File: src/hdl/hrd_pkg.sv
`timescale 1ns / 1ps
package hrd_pkg;

    // Item commands
    localparam logic CMD_LOAD  = 1'b0;
    localparam logic CMD_POINT = 1'b1;

    localparam int COEF_IDX_W = 4;
    localparam int NUM_COEF   = 9;

    // Row-major coefficient positions
    localparam logic [COEF_IDX_W-1:0] H11 = 4'd0;
    localparam logic [COEF_IDX_W-1:0] H12 = 4'd1;
    localparam logic [COEF_IDX_W-1:0] H13 = 4'd2;
    localparam logic [COEF_IDX_W-1:0] H21 = 4'd3;
    localparam logic [COEF_IDX_W-1:0] H22 = 4'd4;
    localparam logic [COEF_IDX_W-1:0] H23 = 4'd5;
    localparam logic [COEF_IDX_W-1:0] H31 = 4'd6;
    localparam logic [COEF_IDX_W-1:0] H32 = 4'd7;
    localparam logic [COEF_IDX_W-1:0] H33 = 4'd8;

    // Depth of the queue between front and back (power of two)
    localparam int QUEUE_DEPTH = 4;

    typedef struct packed {
        logic push;
        logic full;
    } hrd_queue_wr_t;

endpackage

File: src/hdl/hrd_queue.sv
`timescale 1ns / 1ps
module hrd_queue
    import hrd_pkg::*;
#(
    parameter int DW = 262
)
(
    input  logic          clk,
    input  logic          rst_n,
    input  hrd_queue_wr_t wr,
    input  logic [DW-1:0] wr_data,
    output logic          full,
    input  logic          pop,
    output logic          empty,
    output logic [DW-1:0] rd_data
);

    localparam int PW = $clog2(QUEUE_DEPTH);
    localparam int CW = $clog2(QUEUE_DEPTH + 1);

    logic [DW-1:0] slot_reg [QUEUE_DEPTH];
    logic [PW-1:0] wr_ptr_reg, rd_ptr_reg;
    logic [CW-1:0] count_reg, count_next;
    logic          do_push;

    assign do_push = wr.push && !wr.full;
    assign full    = count_reg == CW'(QUEUE_DEPTH);
    assign empty   = count_reg == '0;
    assign rd_data = slot_reg[rd_ptr_reg];

    always_comb
    begin
        count_next = count_reg;
        if (do_push && !pop)
        begin
            count_next = count_reg + 1'b1;
        end
        else if (pop && !do_push)
        begin
            count_next = count_reg - 1'b1;
        end
    end

    always_ff @(posedge clk or negedge rst_n)
    begin
        if (!rst_n)
        begin
            wr_ptr_reg <= '0;
            rd_ptr_reg <= '0;
            count_reg  <= '0;
        end
        else
        begin
            if (do_push)
            begin
                wr_ptr_reg <= wr_ptr_reg + 1'b1;
            end
            if (pop)
            begin
                rd_ptr_reg <= rd_ptr_reg + 1'b1;
            end
            count_reg <= count_next;
        end
    end

    always_ff @(posedge clk)
    begin
        if (do_push)
        begin
            slot_reg[wr_ptr_reg] <= wr_data;
        end
    end

endmodule

File: config.mk
export PLATFORM = sky130hd
export DESIGN_NAME = hrd_queue
export DESIGN_NICKNAME = d
export VERILOG_FILES = /design/src/hdl/hrd_pkg.sv /design/src/hdl/hrd_queue.sv
export SDC_FILE = /design/constraint.sdc
export NUM_CORES = 1
export LEC_CHECK = 0
export BUFFER_PORTS_ARGS = -buffer_cell sky130_fd_sc_hd__buf_2
export CAP_MARGIN = 30
export CORE_AREA = 4 4 300 229
export CTS_BUF_LIST = sky130_fd_sc_hd__clkbuf_4
export DETAILED_ROUTE_END_ITERATION = 8
export DIE_AREA = 0 0 304 233
export GPL_TIMING_DRIVEN = 1
export PLACE_DENSITY = 0.84
export SYNTH_ARGS = -nofsm -noshare
export SYNTH_HDL_FRONTEND = slang
export SYNTH_SLANG_ARGS = --single-unit
export TNS_END_PERCENT = 1
File: constraint.sdc
create_clock -name clk -period 8.35 [get_ports clk]
set_clock_uncertainty 0.1 [all_clocks]
set_input_delay 0 -clock clk [delete_from_list [all_inputs] [get_ports clk]]
set_output_delay 0 -clock clk [all_outputs]
set_load 0.05 [all_outputs]
Word level (Yosys, flattened, before mapping)
Memory sizes are Yosys's and may differ from the RTL's.
Index checks and enable logic that the tools add are counted.
{ "word_totals": {"mem_bits_ro": 0, "elab_cells": 21, "out_inout_bits": 264, "input_bits": 267, "latch_bits": 0, "ramBits": 1048, "n_memories": 1, "register_bits": 7} }
{ "memory_table": {"columns": ["name", "depth", "word_bits", "read_ports", "rd_ports_with_merged_regs", "wr", "line_no", "source"], "rows": [
  ["slot_reg", 4, 262, 1, 0, 1, "hrd_queue.sv:21", "logic [DW-1:0] slot_reg [QUEUE_DEPTH];"]
]} }
{ "op_classes": {"mux": 4, "multipliers": 0, "shift": 0, "n_lt_le_gt_ge": 0, "n_div": 0, "reduce_logical": 8, "n_eq_ne": 1, "bitwise": 0, "n_addsub": 4} }
{ "op_table": {"columns": ["operator", "count"], "rows": [
  ["2-to-1 mux 3 bit", 2],
  ["adder 2 x 1 -> 2 bit (second input constant)", 2],
  ["adder 3 x 1 -> 3 bit (second input constant)", 1],
  ["equality test 3 bit (second input constant)", 1],
  ["logical AND 1 bit", 3],
  ["logical NOT 1 bit", 3],
  ["logical NOT 3 bit", 1],
  ["subtractor 3 x 1 -> 3 bit (second input constant)", 1],
  ["2-to-1 mux 1 bit", 2],
  ["nonzero test 2 bit", 1]
]} }

Longest topological paths before layout
Gate-level depths: netlist of the first run.
{ "logic_depth": {"depth_word": 6, "mapped_depth": 8, "ltp_nobuf": 7} }

Worst setup path after synthesis of the first run
Ideal clock, no wire load.
{ "synth_path": {"path_type": "register to register", "startpoint": "reg wr_ptr_reg[0]", "endpoint": "mem slot_reg[2][0], enable pin", "arrival_time_ps": 6563, "slack_ps": 1031, "period_less_slack_ps": 7319, "path_buffers": 0, "stages_incl_launch_ff": 4, "path_cell_list": "dfrtp_1 > inv_1 > ha_1 > and2_1"} }
{ "synth_lines": {"columns": ["element", "line_no", "source"], "rows": [
  ["start: declaration", "hrd_queue.sv:22", "logic [PW-1:0] wr_ptr_reg, rd_ptr_reg;"],
  ["start signal: assignment", "hrd_queue.sv:56", "wr_ptr_reg <= wr_ptr_reg + 1'b1;"],
  ["end: declaration", "hrd_queue.sv:21", null]
]} }
No word-level cell before the write port.

Worst setup path after layout of the first run
{ "layout_path": {"startpoint": "reg rd_ptr_reg[0]", "endpoint": "out rd_data[81]"} }
{ "layout_between": {"elab_chain_len": 1} }
{ "layout_lines": {"columns": ["element", "line_no", "source"], "rows": [
  ["start: declaration", "hrd_queue.sv:22", null],
  ["start signal: assignment", "hrd_queue.sv:60", "rd_ptr_reg <= rd_ptr_reg + 1'b1;"],
  ["memory read (4 x 262 bit)", null, null],
  ["end: declaration", "hrd_queue.sv:15", "output logic [DW-1:0] rd_data"]
]} }
No other way between the ends.

==> metrics.yaml, run 1 <==
floorplanning:
  row_count: 82
  die_w_um: 304
  io_pins: 531
  dieArea_um2: 70830
  die_h_um: 233
  core_um2: 65970
  initial_utilization: 0.5826
global_route:
  grt_max_degree: 158
  track_usage: 0.2918
  overflow: 0
  grt_pass1_vias: 23690
  grt_antenna_before_repair: 11
  grt_pass1_wl_um: 152500
timing:
  fmax_mhz: 249.0
  tightest_slew_ns: 1.307
  hold_viol: 0
  min_period_over_period: 0.4809
  fin_setup_tns_ns: 0
  setup_slack_ns: 4.334
  fin_crit_ns: 4.016
  setup_viol: 0
  maxSlewViolCount: 0
  rsz0062_at_grt: "no"
  relSlewSlack: 0.1286
clocking:
  cts_made_buffers: 231
  cts.sinks: 1055
  clkTransAtPathRegs_ns: 0.08
  root_buffer: "clkbuf_4"
  clockBufferDepth: 3
  clock_latency_ns: 1.11
  h-tree-depth: 4
  cts_resized: 0
  cts_setup_buffers: 0
  cts_tree: "yes"
final_layout:
  layout_common_cells: "edfxtp_1 (1048), dlygate4sd3_1 (583), buf_2 (530)"
  drive_gt1_frac: 0.4074
  largest_reg_flops: 1048
  nets: 2979
  synthToLayoutAreaGrowth_pct: 31.60
  final_common_cell: "edfxtp_1"
setup_path:
  crit_arrival_ns: 3.92
  endpoint_kind: "primary output"
  critPathKind: "reg2out"
  cp_max_fo: 112
  crit_required_ns: 8.25
  cp-start-kind: "flop"
  crit_top_cell: "buf_12"
  max_stage_delay_ns: 0.73
  slowest_stage: "dfrtp_4"
  crit_chain: "buf_12, buf_12, mux4_2, buf_2"
power:
  ir_drop_v: 0.0003535
  finalPower_mw: 17.37
  p_leak_nw: 17.76
  p_per_area_nw_per_um2: 343.5
yosys:
  synthSimpleGateAreaFrac: 0.001432
  synth_top_family_by_area: "multiplexers"
  syn-num-nets: 1678
  synth_ff_type: "edfxtp_1"
  syn-instance-count: 1405
  synth_compound_area_frac: 0.0001302
  synthAdderAreaFrac: 0.002149
  avgSynthCellArea_um2: 27.35
  synth-xor-area-share: 0.001367
  ys.warnings.count: 0
  ys_types: 21
  muxShareOfSynthArea: 0.1538
  synth_edf_count: 1048
  async_flop_share: 0.006635
  mappedNetlistArea_um2: 38430
  ys_seq_area_frac: 0.8234
  synth-seq-cells: 1055
placement:
  io_buffers: 530
  dp_slack_ns: 5.346
  gp_congestion: 0.7494
  dpl.hpwl_um: 47530
drt:
  via_per_inst: 5.780
  drc: 0
  num_vias: 21830
  wl_um: 103200
  firstDrtPassIters: 5
  ant_nets: 0
  first_iter_violations: 2361
  wl_per_cell_um: 27.32
outcome:
  status: "completed"
flow_run:
  max_cap_viol_count: 0
min_path:
  hold_path.class: "in2reg"
through the flow:
| step | instances | cell area (µm²) | hold WS [ns] | util |
|---|---|---|---|---|
| floorplan | 1405 | 38430 | -0.3956 | - |
| global placement | 2769 | 41720 | -0.2567 | 0.6324 |
| detailed placement | 2771 | 41770 | -0.2455 | 0.6332 |
| CTS | 3760 | 50510 | 0.0003562 | 0.7657 |
| global route | 3774 | 50570 | 0.04468 | 0.7665 |
| finish | 3777 | 50570 | 0.1305 | 0.7666 |
kinds of logic after synthesis:
logic type      count (synthesis)
simple gates                   10
compound gates                  1
flops                        1055
buf+inv                        64
mux                           263
xor+xnor                        6
fa+ha+maj                       6
power by group:
part / total [mW] / internal [mW] / switching, mW
logic: 6.64 / 2.02 / 4.62
clock network: 4.07 / 1.95 / 2.11
registers: 6.66 / 6.40 / 0.258
per-layer routing:
metal,share of wire,vias up,GRT usage
met5,0.00013,-,0
met4,0.036,2,0.1234
met3,0.081,222,0.07062
met2,0.54,1403,0.5137
met1,0.34,11320,0.3497
li1,-,8885,-
worst max-delay path, delay by kind of cell (launching register included):
| family | cells | cell delay, ns |
|---|---|---|
| flops | 1 | 0.73 |
| mux | 1 | 0.67 |
| buf+inv | 3 | 1.09 |
synthesized netlist by cell type, types with 2 or more instances:
library cell     n  area, µm²
and2_1           4      25.02
buf_1           11      41.29
buf_12          22      440.4
buf_2           17      85.08
buf_6            8      90.09
clkbuf_1         2      7.510
dfrtp_1          7      175.2
edfxtp_1      1048      31470
ha_1             5      62.56
inv_1            4      15.01
mux4_2         262       5901
nand2_1          2      7.510
xnor2_1          3      26.28
xor2_1           3      26.28
worst paths after layout:
kind	startpoint	endpoint	slack [ns]	cells after the start
setup / recovery	rd_ptr_reg[0]$_DFFE_PN0P_	rd_data[81]	4.33	4
hold / removal	wr_data[119]	slot_reg[3][119]$_DFFE_PP_	0.13	3
setup reg to reg	wr_ptr_reg[0]$_DFFE_PN0P_	slot_reg[2][85]$_DFFE_PP_	5.39	4
hold reg to reg	count_reg[2]$_DFFE_PN0P_	count_reg[2]$_DFFE_PN0P_	0.48	1
max in group asynchronous	rst_n	rd_ptr_reg[0]$_DFFE_PN0P_	7.45	4
min in group asynchronous	rst_n	count_reg[0]$_DFFE_PN0P_	0.38	4
layout make-up:
type                    instances  area, µm²
diodes                         16      40.04
clock inverters                59      300.3
flip-flops and latches       1055      31650
well taps                     882       1104
multi-input cells             286       6117
inverters                       4      15.01
repair buffers               1128       8741
fillers                      3094      15400
clock buffers                 347       2605
what timing repair did:
action,CTS,global route
setup endpoints to repair,0,0
endpoints found under the hold margin,1394,0
hold buffers,583,0
Power figures use the tool's default switching activity.
==> run 2: changes to the inputs <==
Settings changed: CORE_AREA 4 4 300 229 to 4 4 314 239, DIE_AREA 0 0 304 233 to 0 0 318 243, PLACE_DENSITY 0.84 to 0.81.
Clock period 8.35 ns to 3.42 ns, I/O delays scaled along.
==> run 2 against run 1 <==
Die area increased by 9.1%. Non-clock buffer count increased by 74. Critical path depth unchanged. Final cell count increased by 4.2%. Global-route usage decreased by 1.9 points. Clock power increased by 140%. Utilization decreased by 4.7 points. Flip-flop and latch count unchanged. Sequential share of layout area decreased by 1.2 points. Combinational power increased to 2.5 times the previous value.
==> metrics.yaml, run 2 (synthesis gave the netlist of run 1 again) <==
outcome:
  status: "completed"
setup_path:
  ff2ff_path_depth: 5
  cp_max_fo: 35
  endpoint_kind: "primary output"
  max_stage_delay_ns: 0.62
  rrSetupSlack_ns: 1.17
  slowest_stage: "dfrtp_4"
  rr_endpoint: "slot_reg[2][58]$_DFFE_PP_"
  crit_chain: "buf_16, buf_16, mux4_2, buf_2"
  cp-start-kind: "flop"
  r2r_start: "wr_ptr_reg[0]$_DFFE_PN0P_"
  crit_top_cell: "buf_16"
  critPathBufInv: 3
  critPathKind: "reg2out"
  crit_arrival_ns: 3.20
  crit_required_ns: 3.32
  path_delay_family: "buffers and inverters"
timing:
  fin_setup_tns_ns: 0
  setup_viol: 0
  relSlewSlack: 0.4790
  fmax_mhz: 302.8
  tightest_slew_ns: 0.7815
  fin_crit_ns: 3.303
  maxSlewViolCount: 0
  hold_viol: 0
  min_period_over_period: 0.9658
  rsz0062_at_grt: "yes"
clocking:
  cts_tree: "yes"
  clockBufferDepth: 3
  cts.sinks: 1055
  h-tree-depth: 4
  clock_latency_ns: 1.10
  root_buffer: "clkbuf_4"
  clkTransAtPathRegs_ns: 0.07
  cts_made_buffers: 232
drt:
  wl_per_cell_um: 26.73
  via_per_inst: 5.616
  drc: 0
  wl_um: 105200
  num_vias: 22100
  firstDrtPassIters: 5
  ant_nets: 0
  first_iter_violations: 2198
floorplanning:
  die_w_um: 318
  initial_utilization: 0.5369
  io_pins: 531
  row_count: 85
  die_h_um: 243
  core_um2: 71570
  dieArea_um2: 77270
power:
  finalPower_mw: 42.91
  ir_drop_v: 0.0009941
  p_leak_nw: 18.20
  p_per_area_nw_per_um2: 832.7
final_layout:
  fin_util: 0.7199
  largest_reg_flops: 1048
  final_area_um2: 51520
  drive_gt1_frac: 0.4150
  layout_common_cells: "edfxtp_1 (1048), dlygate4sd3_1 (605), buf_2 (521)"
  synthToLayoutAreaGrowth_pct: 34.06
  final_common_cell: "edfxtp_1"
  fill_cells: 3739
  nets: 3054
min_path:
  hold_path.class: "in2reg"
  min_to: "slot_reg[2][4]$_DFFE_PP_"
  hold_start: "wr_data[4]"
  min_delay_path_depth: 3
flow_run:
  max_cap_viol_count: 0
placement:
  placedInstanceArea_um2: 42380
  gp_congestion: 0.7964
  io_buffers: 530
  dpl.hpwl_um: 51920
global_route:
  grt_max_degree: 83
  overflow: 0
  grt_pass1_wl_um: 156400
  track_usage: 0.2727
  grt_antenna_before_repair: 10
  grt_pass1_vias: 24200
run 2: cell count changes in the layout (fill, tap and decap cells not counted), sizes merged:
cell,change
buf,+52
clkbuf,-1
clkinv,+10
clkinvlp,+2
diode,-3
dlygate4sd3,+22
run 2: power by group:
group	internal (mW)	switching, mW
registers	15.6	0.570
clock network	4.79	5.18
logic	5.25	11.5
run 2: layout make-up:
cell class                 count  area [µm²]  area share
sequential                  1055       31650      0.6143
timing repair buffer        1202        9543      0.1852
multi-input combinational    286        6117      0.1187
clock buffer                 346        2597     0.05041
tap                          957        1197     0.02324
clock inverter                71       367.9    0.007140
antenna                       13       32.53   0.0006314
inverter                       4       15.01   0.0002914
run 2: metrics by stage:
stage	hold slack, ns	cells	setup WS [ns]
finish	0.1280	3934	0.1171
global route	0.02551	3933	-0.1159
CTS	0.0001749	3921	-0.05841
detailed placement	-0.2460	2899	1.014
global placement	-0.2492	2899	1.062
floorplan	-0.3956	1405	-0.9583
run 2: how the worst max path moves through the flow:
stage	from	end	slack, ns	depth (start not counted)
after global routing	rd_ptr_reg[0]$_DFFE_PN0P_	rd_data[147]	-0.12	3
final	rd_ptr_reg[0]$_DFFE_PN0P_	rd_data[121]	0.12	4
after CTS	rd_ptr_reg[0]$_DFFE_PN0P_	rd_data[147]	-0.06	3
after detailed placement	wr[1]	slot_reg[2][78]$_DFFE_PP_	1.01	5
after global placement	wr[0]	slot_reg[2][78]$_DFFE_PP_	1.06	5
after floorplan	wr_ptr_reg[0]$_DFFE_PN0P_	slot_reg[0][0]$_DFFE_PP_	-0.96	3
run 2: tightest hold or removal path, cell delays in order:
cell and delay, ns:
dlygate4sd3_1 0.54, buf_2 0.10, dlygate4sd3_1 0.59
run 2: what timing repair did:
action                                  4_1_cts  5_1_grt
gates resized for setup                       5       29
endpoints found under the hold margin      2090        0
endpoints found under the setup margin      129      170
hold buffers                                605        0
buffers inserted                              0        0
pin swaps                                     0        0
run 2: routing by layer:
metal  vias to the layer above  part of all wire  GRT usage
li1                       9064                 -          -
met1                     11370              0.34     0.3263
met2                      1416              0.54     0.4760
met3                       243             0.084    0.06954
met4                         6             0.036     0.1133
met5                         -           0.00037          0
